$ cat config.mk
export PLATFORM = sky130hd
export DESIGN_NAME = vfcm_front
export DESIGN_NICKNAME = d
export VERILOG_FILES = /design/src/vfcm_pkg.sv /design/src/vfcm_front.sv
export VERILOG_INCLUDE_DIRS = /design/src /design/src/src
export SDC_FILE = /design/constraint.sdc
export NUM_CORES = 1
export LEC_CHECK = 0
export BUFFER_PORTS_ARGS = -buffer_cell sky130_fd_sc_hd__buf_2
export CORE_ASPECT_RATIO = 2
export CORE_UTILIZATION = 40
export DETAILED_ROUTE_END_ITERATION = 10
export HOLD_SLACK_MARGIN = 0.03
export PLACE_DENSITY = 0.65
export RECOVER_POWER = 100
export SYNTH_ARGS = -nofsm -noshare
export SYNTH_HDL_FRONTEND = slang
export SYNTH_SLANG_ARGS = --single-unit
$ cat constraint.sdc
create_clock -name aclk -period 2.43 [get_ports aclk]
set_input_delay 0 -clock aclk [delete_from_list [all_inputs] [get_ports aclk]]
set_output_delay 0 -clock aclk [all_outputs]
set_load 0.02 [all_outputs]
$ cat src/voxel_face_culling_mesher_unit_macros.svh
// assertion macros shared by the voxel mesher modules
`ifndef VOXEL_FACE_CULLING_MESHER_UNIT_MACROS_SVH
`define VOXEL_FACE_CULLING_MESHER_UNIT_MACROS_SVH

// same-cycle implication, disabled in reset
`define VFCM_ASSERT_SAME(label, clk, rstn, ante, cons, msg) \
    label: assert property (@(posedge clk) disable iff (!rstn) (ante) |-> (cons)) \
        else $error(msg);

// next-cycle implication, disabled in reset
`define VFCM_ASSERT_NEXT(label, clk, rstn, ante, cons, msg) \
    label: assert property (@(posedge clk) disable iff (!rstn) (ante) |=> (cons)) \
        else $error(msg);

`endif

$ cat src/vfcm_pkg.sv
// shared constants, types and tables of the voxel mesher
package vfcm_pkg;

    // grid geometry
    localparam int SECTION_SIZE = 16;
    localparam int COORD_W      = $clog2(SECTION_SIZE);
    localparam int CELL_COUNT   = SECTION_SIZE * SECTION_SIZE * SECTION_SIZE;
    localparam int ADDR_W       = $clog2(CELL_COUNT);

    // field widths
    localparam int CELL_W      = 7;
    localparam int VOXEL_W     = 8;
    localparam int BASE_W      = 24;
    localparam int VERT_W      = 25;
    localparam int NORM_W      = 2;
    localparam int FUNC_W      = 2;
    localparam int CFG_INDEX_W = 2;
    localparam int S_TDATA_W   = 32;
    localparam int M_FIELDS_W  = VOXEL_W + 3 * VERT_W + 3 * NORM_W;
    localparam int M_TDATA_W   = 96;

    // mesh geometry
    localparam int NUM_FACES      = 6;
    localparam int VERTS_PER_FACE = 6;
    localparam int FACE_W         = 3;
    localparam int PROBE_W        = 3;

    // queue between front and back
    localparam int QUEUE_DEPTH = 2;
    localparam int QPTR_W      = $clog2(QUEUE_DEPTH);
    localparam int QCNT_W      = $clog2(QUEUE_DEPTH + 1);

    // function codes of an input item
    localparam logic [FUNC_W-1:0] FUNC_WRITE = 2'd0;
    localparam logic [FUNC_W-1:0] FUNC_READ  = 2'd1;
    localparam logic [FUNC_W-1:0] FUNC_MESH  = 2'd2;

    // register indexes
    localparam logic [CFG_INDEX_W-1:0] REG_BASE_X = 2'd0;
    localparam logic [CFG_INDEX_W-1:0] REG_BASE_Y = 2'd1;
    localparam logic [CFG_INDEX_W-1:0] REG_BASE_Z = 2'd2;

    // face order of the mesh walk
    localparam logic [FACE_W-1:0] FACE_NEG_X = 3'd0;
    localparam logic [FACE_W-1:0] FACE_POS_X = 3'd1;
    localparam logic [FACE_W-1:0] FACE_NEG_Z = 3'd2;
    localparam logic [FACE_W-1:0] FACE_POS_Z = 3'd3;
    localparam logic [FACE_W-1:0] FACE_NEG_Y = 3'd4;
    localparam logic [FACE_W-1:0] FACE_POS_Y = 3'd5;

    typedef logic [COORD_W-1:0] coord_t;
    typedef logic [FACE_W-1:0]  face_idx_t;

    // classified command handed from front to back
    typedef enum logic [1:0] {
        OP_WRITE,
        OP_READ,
        OP_READ_OOB,
        OP_MESH
    } op_t;

    typedef struct packed {
        op_t                 op;
        coord_t              x;
        coord_t              y;
        coord_t              z;
        logic [VOXEL_W-1:0]  value;
    } cmd_t;

    typedef enum logic [2:0] {
        ST_CLEAR,
        ST_IDLE,
        ST_READ_OUT,
        ST_PROBE,
        ST_EMIT
    } back_state_t;

    typedef struct packed {
        logic signed [NORM_W-1:0] z;
        logic signed [NORM_W-1:0] y;
        logic signed [NORM_W-1:0] x;
    } norm_t;

    // unit-cube corner offsets per face and vertex, bit 0 x, bit 1 y, bit 2 z
    localparam logic [2:0] CORNER_TAB [NUM_FACES][VERTS_PER_FACE] = '{
        '{3'b000, 3'b100, 3'b110, 3'b000, 3'b110, 3'b010},
        '{3'b101, 3'b001, 3'b011, 3'b101, 3'b011, 3'b111},
        '{3'b001, 3'b000, 3'b010, 3'b001, 3'b010, 3'b011},
        '{3'b100, 3'b101, 3'b111, 3'b100, 3'b111, 3'b110},
        '{3'b000, 3'b001, 3'b101, 3'b000, 3'b101, 3'b100},
        '{3'b110, 3'b111, 3'b011, 3'b110, 3'b011, 3'b010}
    };

    // linear store address of a cell
    function automatic logic [ADDR_W-1:0] cell_addr(coord_t x, coord_t y, coord_t z);
        int a;
        a = (int'(x) * SECTION_SIZE + int'(y)) * SECTION_SIZE + int'(z);
        return ADDR_W'(a);
    endfunction

    // outward normal of a face
    function automatic norm_t face_normal(face_idx_t f);
        norm_t n;
        n = '0;
        case (f)
            FACE_NEG_X: n.x = -2'sd1;
            FACE_POS_X: n.x = 2'sd1;
            FACE_NEG_Z: n.z = -2'sd1;
            FACE_POS_Z: n.z = 2'sd1;
            FACE_NEG_Y: n.y = -2'sd1;
            FACE_POS_Y: n.y = 2'sd1;
            default:    n = '0;
        endcase
        return n;
    endfunction

    // lowest set face in a mask
    function automatic face_idx_t first_face(logic [NUM_FACES-1:0] m);
        face_idx_t f;
        f = '0;
        for (int i = NUM_FACES - 1; i >= 0; i--) begin
            if (m[i]) begin
                f = FACE_W'(i);
            end
        end
        return f;
    endfunction

endpackage

$ cat src/vfcm_front.sv
// front end: accepts items, classifies them and queues commands for the back end
`include "voxel_face_culling_mesher_unit_macros.svh"

module vfcm_front (
    input  logic                              aclk,
    input  logic                              aresetn,
    input  logic                              s_axis_tvalid,
    output logic                              s_axis_tready,
    // cell_x[6:0], cell_y[13:7], cell_z[20:14], voxel_value[28:21], zero pad
    input  logic [vfcm_pkg::S_TDATA_W-1:0]    s_axis_tdata,
    // func[1:0]
    input  logic [vfcm_pkg::FUNC_W-1:0]       s_axis_tuser,
    input  logic                              clear_busy,
    output logic                              q_valid,
    output vfcm_pkg::cmd_t                    q_entry,
    input  logic                              q_pop
);

    logic [vfcm_pkg::CELL_W-1:0]  cell_x;
    logic [vfcm_pkg::CELL_W-1:0]  cell_y;
    logic [vfcm_pkg::CELL_W-1:0]  cell_z;
    logic [vfcm_pkg::VOXEL_W-1:0] voxel_value;
    logic                         in_bounds;
    logic                         interior;
    logic                         accept;
    logic                         push;
    vfcm_pkg::cmd_t               cmd;

    vfcm_pkg::cmd_t                entries_reg [vfcm_pkg::QUEUE_DEPTH];
    logic [vfcm_pkg::QPTR_W-1:0]   wr_ptr_reg, wr_ptr_next;
    logic [vfcm_pkg::QPTR_W-1:0]   rd_ptr_reg, rd_ptr_next;
    logic [vfcm_pkg::QCNT_W-1:0]   count_reg, count_next;

    // unpack the item
    assign cell_x      = s_axis_tdata[6:0];
    assign cell_y      = s_axis_tdata[13:7];
    assign cell_z      = s_axis_tdata[20:14];
    assign voxel_value = s_axis_tdata[28:21];

    // bounds checks
    localparam logic [vfcm_pkg::CELL_W-1:0] SIZE_C = vfcm_pkg::CELL_W'(vfcm_pkg::SECTION_SIZE);
    localparam logic [vfcm_pkg::CELL_W-1:0] HIGH_C =
        vfcm_pkg::CELL_W'(vfcm_pkg::SECTION_SIZE - 2);
    localparam logic [vfcm_pkg::CELL_W-1:0] ONE_C = vfcm_pkg::CELL_W'(1);

    assign in_bounds = (cell_x < SIZE_C) && (cell_y < SIZE_C) && (cell_z < SIZE_C);
    assign interior  = (cell_x >= ONE_C) && (cell_x <= HIGH_C) &&
                       (cell_y >= ONE_C) && (cell_y <= HIGH_C) &&
                       (cell_z >= ONE_C) && (cell_z <= HIGH_C);

    assign s_axis_tready = !clear_busy && (count_reg != vfcm_pkg::QCNT_W'(vfcm_pkg::QUEUE_DEPTH));
    assign accept        = s_axis_tvalid && s_axis_tready;

    // classify: out-of-range writes, border-cell meshes and unused function codes are dropped here
    always_comb begin
        cmd.x     = vfcm_pkg::COORD_W'(cell_x);
        cmd.y     = vfcm_pkg::COORD_W'(cell_y);
        cmd.z     = vfcm_pkg::COORD_W'(cell_z);
        cmd.value = voxel_value;
        cmd.op    = vfcm_pkg::OP_WRITE;
        push      = 1'b0;
        unique case (s_axis_tuser)
            vfcm_pkg::FUNC_WRITE: begin
                cmd.op = vfcm_pkg::OP_WRITE;
                push   = accept && in_bounds;
            end
            vfcm_pkg::FUNC_READ: begin
                cmd.op = in_bounds ? vfcm_pkg::OP_READ : vfcm_pkg::OP_READ_OOB;
                push   = accept;
            end
            vfcm_pkg::FUNC_MESH: begin
                cmd.op = vfcm_pkg::OP_MESH;
                push   = accept && interior;
            end
            default: begin
                push = 1'b0;
            end
        endcase
    end

    // queue pointers and fill count
    always_comb begin
        wr_ptr_next = wr_ptr_reg;
        rd_ptr_next = rd_ptr_reg;
        count_next  = count_reg;
        if (push) begin
            wr_ptr_next = (wr_ptr_reg == vfcm_pkg::QPTR_W'(vfcm_pkg::QUEUE_DEPTH - 1)) ?
                          '0 : wr_ptr_reg + 1'b1;
        end
        if (q_pop) begin
            rd_ptr_next = (rd_ptr_reg == vfcm_pkg::QPTR_W'(vfcm_pkg::QUEUE_DEPTH - 1)) ?
                          '0 : rd_ptr_reg + 1'b1;
        end
        if (push && !q_pop) begin
            count_next = count_reg + 1'b1;
        end else if (!push && q_pop) begin
            count_next = count_reg - 1'b1;
        end
    end

    always_ff @(posedge aclk) begin
        if (!aresetn) begin
            wr_ptr_reg <= '0;
            rd_ptr_reg <= '0;
            count_reg  <= '0;
        end else begin
            wr_ptr_reg <= wr_ptr_next;
            rd_ptr_reg <= rd_ptr_next;
            count_reg  <= count_next;
        end
    end

    // queue storage
    always_ff @(posedge aclk) begin
        if (push) begin
            entries_reg[wr_ptr_reg] <= cmd;
        end
    end

    assign q_valid = (count_reg != '0);
    assign q_entry = entries_reg[rd_ptr_reg];

    `VFCM_ASSERT_SAME(a_no_push_when_full, aclk, aresetn, count_reg == vfcm_pkg::QCNT_W'(vfcm_pkg::QUEUE_DEPTH), !push, "command pushed into a full queue")
    `VFCM_ASSERT_SAME(a_no_pop_when_empty, aclk, aresetn, count_reg == '0, !q_pop, "command popped from an empty queue")

endmodule

* After elaboration in Yosys (flattened, before gate mapping) *
Memory sizes are Yosys's and may differ from the RTL's. A register that Yosys moved wholly into a read port is not among the register bits.
Index checks and enable logic that the tools add are counted.

cells by class
  div/mod/pow operators = 0
  multiplexer cells = 11
  multipliers = 0
  reduce and logical (&&, ||, !) cells = 19
  equality and inequality tests = 3
  $lt $le $gt $ge = 9
  bitwise logic cells = 0
  shifts and indexed selects = 0
  $add $sub $neg = 4

operators with widths
  kind                                                        number
  >= comparator 7 x 1 -> 1 bit, second input constant         3
  <= comparator 7 x 4 -> 1 bit, second input constant         3
  less-than comparator 7 x 5 -> 1 bit, second input constant  3
  logical AND 1 bit                                           13
  two-way mux 1 bit                                           6
  two-way mux 2 bit                                           3
  case mux 2 bit (2 select lines)                             1
  nonzero test 2 bit                                          2
  zero test 1 bit                                             3
  case mux 1 bit (3 select lines)                             1
  adder 1 bit, second input constant                          2
  adder 2 x 1 -> 2 bit, second input constant                 1
  equality test 2 x 1 -> 1 bit, second input constant         1
  equality test 2 bit, second input constant                  1
  zero test 2 bit                                             1
  != test 2 bit, second input constant                        1
  subtractor 2 x 1 -> 2 bit, second input constant            1

word-level totals
  memories = 1
  ROM bits = 0
  register bits after elaboration = 4
  output and inout bits = 24
  bits in latches = 0
  bits in writable memories = 44
  input bits = 39
  word-level logic and storage cells = 50

memories
  memory       depth  width  rd ports  clocked after memory_dff  wr ports  line              source
  entries_reg  2      22     1         1                         1         vfcm_front.sv:29  vfcm_pkg::cmd_t entries_reg [vfcm_pkg::QUEUE_DEPTH];

* Longest topological paths before layout *
  depth after elaboration = 12
  mapped depth = 11
  mapped depth without buffers = 11

* Worst setup path before layout *
OpenSTA, ideal clock, no wires.

  kind = flip-flop to flip-flop
  start = reg count_reg[0] in the netlist's numbering
  end = mem entries_reg[0][0] in the netlist's numbering (enable)
  path buffers = 0
  arrival = 2.090 ns
  setup time = 0.401 ns
  setup slack = -0.061 ns
  stages on the path, launching flop included = 5
  path through = dfxtp_1 inv_1 a21oi_1 o2111ai_2 nor2_1

on the way
  word-level cells in the longest chain between the ends = 7

RTL lines
  item                                         line                                source
  from (decl)                                  vfcm_front.sv:32                    logic [vfcm_pkg::QCNT_W-1:0] count_reg, count_next;
  from (signal assigned)                       vfcm_front.sv:109                   count_reg <= count_next;
  != test 2 bit (*)                            vfcm_front.sv:51                    assign s_axis_tready = !clear_busy && (count_reg != vfcm_pkg::QCNT_W'(vfcm_pkg::QUEUE_DEPTH));
  logical AND 1 bit (*)                        vfcm_front.sv:51
  named net s_axis_tready                      vfcm_front.sv:8                     output logic s_axis_tready,
  logical AND 1 bit (*)                        vfcm_front.sv:52                    assign accept = s_axis_tvalid && s_axis_tready;
  logical AND 1 bit, on equally long branches  vfcm_front.sv:73, vfcm_front.sv:65
  case mux 1 bit (3 select lines) (*)          vfcm_front.sv:62                    unique case (s_axis_tuser)
  two-way mux 1 bit (*)                        vfcm_front.sv:115                   if (push) begin
  two-way mux 1 bit (implied by the code) (*)  vfcm_front.sv:116                   entries_reg[wr_ptr_reg] <= cmd;
  to (decl)                                    vfcm_front.sv:29

Mark *: on every way through the listed nets, which the timed path passes. The rest lies on a longest branch.

* Worst setup path after layout *
  start = in s_axis_tdata[8] in the netlist's numbering
  end = reg count_reg[1] in the netlist's numbering

on the way
  word-level cells in the longest chain between the ends = 10

RTL lines
  item                                 line              source
  from (decl)                          vfcm_front.sv:10  input logic [vfcm_pkg::S_TDATA_W-1:0] s_axis_tdata,
  >= comparator 7 x 1 -> 1 bit         vfcm_front.sv:48  (cell_y >= ONE_C) && (cell_y <= HIGH_C) &&
  logical AND 1 bit                    vfcm_front.sv:47  assign interior = (cell_x >= ONE_C) && (cell_x <= HIGH_C) &&
  logical AND 1 bit (2 in a row)       vfcm_front.sv:48
  logical AND 1 bit                    vfcm_front.sv:49  (cell_z >= ONE_C) && (cell_z <= HIGH_C);
  logical AND 1 bit                    vfcm_front.sv:73  push = accept && interior;
  case mux 1 bit (3 select lines) (*)  vfcm_front.sv:62
  zero test 1 bit                      vfcm_front.sv:96  end else if (!push && q_pop) begin
  logical AND 1 bit                    vfcm_front.sv:96
  nonzero test 2 bit (no line)         -

Mark *: on every way between the ends. The rest lies on a longest branch, timed or not.
A chain may end at the register's enable or synchronous reset.

==> results_dict.tcl <==
set metrics [dict create \
    nNetsFinal 253 \
    cap_violations 0 \
    cp_max_fo 4 \
    path_class "in2reg" \
    report.final.hold_viol_count 0 \
    drtPass1Iterations 4 \
    clock-sinks 49 \
    gp_congestion 0.750 \
    grt-ovfl-total 0 \
    synth_fp_nets 165 \
    antenna_left 0 \
    largest_reg_flops 44 \
    regToRegEndpoint "entries_reg[1][1]" \
    max_freq_ghz 0.436 \
    ctsRootBufferMaster "clkbuf_8" \
    startpoint "s_axis_tdata[8]" \
    portBuffers 59 \
    arrival_ns 2.52 \
    avgSynthCellArea_um2 16.6 \
    setup_violations 0 \
    hold_path.class "in2reg" \
    initial_core_util 0.414 \
    num_rows 36 \
    cts_tree "built" \
    p_per_area_nw_per_um2 608 \
    critical-path-max-stage-delay_ns 0.56 \
    status "completed" \
    num_io_pins 63 \
    p_leak_nw 0.942 \
    cp-endpoint "count_reg[1]" \
    start_kind "input port" \
    tightest_slew_ns 1.23 \
    coreArea_um2 4860 \
    timing.rr.start "count_reg[0]" \
    antenna_found_initial 0 \
    ir_worst_vdd_uv 665 \
    place_area_um2 2400 \
    fin_crit_ns 2.29 \
    area_growth_pct 30.0 \
    reg2reg_setup_slack_ns 0.47 \
    yosysSeqAreaShare 0.706 \
    h-tree-depth 2 \
    required_ns 2.65 \
    cp_cell_sequence "dlygate4sd3_1 -> buf_2 -> or4_1 -> nand4_1 -> o21ai_0 -> o2111ai_2 -> inv_1 -> ha_1 -> or3_1 -> a21boi_1" \
    first_iter_violations 29 \
    drive_above_1_share 0.257 \
    syn_area_um2 2010 \
    final_area_um2 2620 \
    end_kind "flip-flop" \
    wl_per_cell_um 14.3 \
    grt_pass1_vias 1377 \
    relSlewSlack 0.182 \
    crit_slowest_cell "or4_1" \
    final_cell_mix "44 x edfxtp_1, 39 x clkbuf_1, 22 x mux2_2, 21 x dlygate4sd3_1, 20 x buf_2" \
    viasPerCell 4.86 \
    post-route-drc-count 0 \
    fillCellCount 444 \
    diodes 0 \
    final_cells 267 \
    ys_ff_latch 49 \
    cts_max_path_buffers 2 \
    placed_cells 238 \
    die_height_um 102 \
    vias 1297 \
    yosysUniqueCellTypes 27 \
    synthesis.instances 121 \
    hpwl_um 2700 \
    fin_skew_ns 0.00420 \
    die_area_um2 5330 \
    track_usage 0.155 \
    postRouteWirelength_um 3810 \
    yosys_warnings 0 \
    maxSlewViolCount 0 \
    grt_pass1_wl_um 5980 \
    clk_pin_slew_worst_paths_ns 0.08 \
    cts_buffers 5 \
    grt_max_degree 23 \
    rr_worst_depth 5 \
    post-route-period-util 0.943 \
    rsz0062_at_grt "no" \
    layout_commonest_cell "edfxtp_1" \
    clock_latency_ns 0.29 \
    die_x_um 52.2 \
]
-- metal layers --
layer | vias to the layer above | track usage | share of wire
li1 | 633 | - | -
met1 | 626 | 0.144 | 0.34
met2 | 36 | 0.309 | 0.62
met3 | 2 | 0.0313 | 0.037
met4 | 0 | 0.0607 | 0.0076
met5 | - | 0 | 0
-- repair_timing --
action / 4_1_cts / 5_1_grt
setup buffers: 0 / 0
hold endpoints to repair: 45 / 0
gates resized for setup: 0 / 0
hold buffers: 21 / 0
-- where the power goes --
| group | internal, W | switching, W | leakage (nW) |
|---|---|---|---|
| registers | 0.000928 | 0.00000650 | 0.437 |
| clock network | 0.000199 | 0.000253 | 0.0455 |
| logic | 0.0000964 | 0.000108 | 0.459 |
-- cells by family (layout without fill, tap and decap cells) --
group / count (synthesis) / after routing / synth area share
compound gates: 8 / 8 / 0.0274
xor+xnor: 3 / 3 / 0.0131
fa+ha+maj: 5 / 5 / 0.0311
buf+inv: 9 / 98 / 0.0180
flops: 49 / 49 / 0.706
mux: 23 / 23 / 0.128
simple gates: 24 / 24 / 0.0759
-- how the worst min path moves through the flow --
| stage | from | to | slack [ns] | cells past startpoint |
|---|---|---|---|---|
| after floorplan | clear_busy | s_axis_tready | 0.09 | 1 |
| after global placement | s_axis_tdata[26] | entries_reg[1][5] | 0.19 | 1 |
| after detailed placement | s_axis_tdata[26] | entries_reg[0][5] | 0.20 | 1 |
| after CTS | q_pop | rd_ptr_reg | 0.06 | 3 |
| after global routing | q_pop | flip-flop | 0.1 | 3 |
| final | q_pop | rd_ptr_reg | 0.07 | 3 |
-- metrics by stage --
step                      utilization  power [W]  TNS, ns  setup WS [ns]  hold WS, ns
after floorplan                     -    0.00107    -2.69        -0.0612       0.0909
after global placement          0.493    0.00114        0          0.465        0.191
after detailed placement        0.493    0.00115        0          0.394        0.197
after CTS                       0.553    0.00162        0          0.139       0.0580
after global routing            0.538    0.00166        0         0.0113       0.0985
final                           0.538    0.00159        0          0.138       0.0673
-- critical path, delay by kind of cell --
kind	cells	cell delay, ns
AOI/OAI and AO/OA	3	0.38
adders and majority gates	1	0.33
buffers and inverters	3	0.78
and+or+nand+nor	3	1.04
-- cell type report --
| cell class | instances | area (µm²) | area share |
|---|---|---|---|
| clock inverters | 3 | 17.5 | 0.00670 |
| multi-input cells | 63 | 539 | 0.206 |
| flip-flops and latches | 49 | 1420 | 0.543 |
| inverters | 7 | 26.3 | 0.0100 |
| repair buffers | 83 | 472 | 0.180 |
| well taps | 57 | 71.3 | 0.0273 |
| clock buffers | 5 | 68.8 | 0.0263 |
-- cell usage after synthesis, drive strengths merged --
cell type  number  area, µm²
edfxtp         44       1320
mux2           22        248
inv             7       26.3
dfxtp           5        100
ha              5       62.6
nand4           4       25.0
a21oi           3       15.0
and2            3       18.8
nand2           3       11.3
nor2            3       11.3
or4             3       22.5
a21boi          2       15.0
buf             2       10.0
nor2b           2       12.5
nor4            2       27.5
o21ai           2       10.0
xor2            2       17.5
mux2i           1       10.0
nand2b          1       6.26
nand3           1       5.00
o2111ai         1       15.0
or2             1       6.26
or3             1       6.26
xnor2           1       8.76
(Power assumes the default switching activity.)
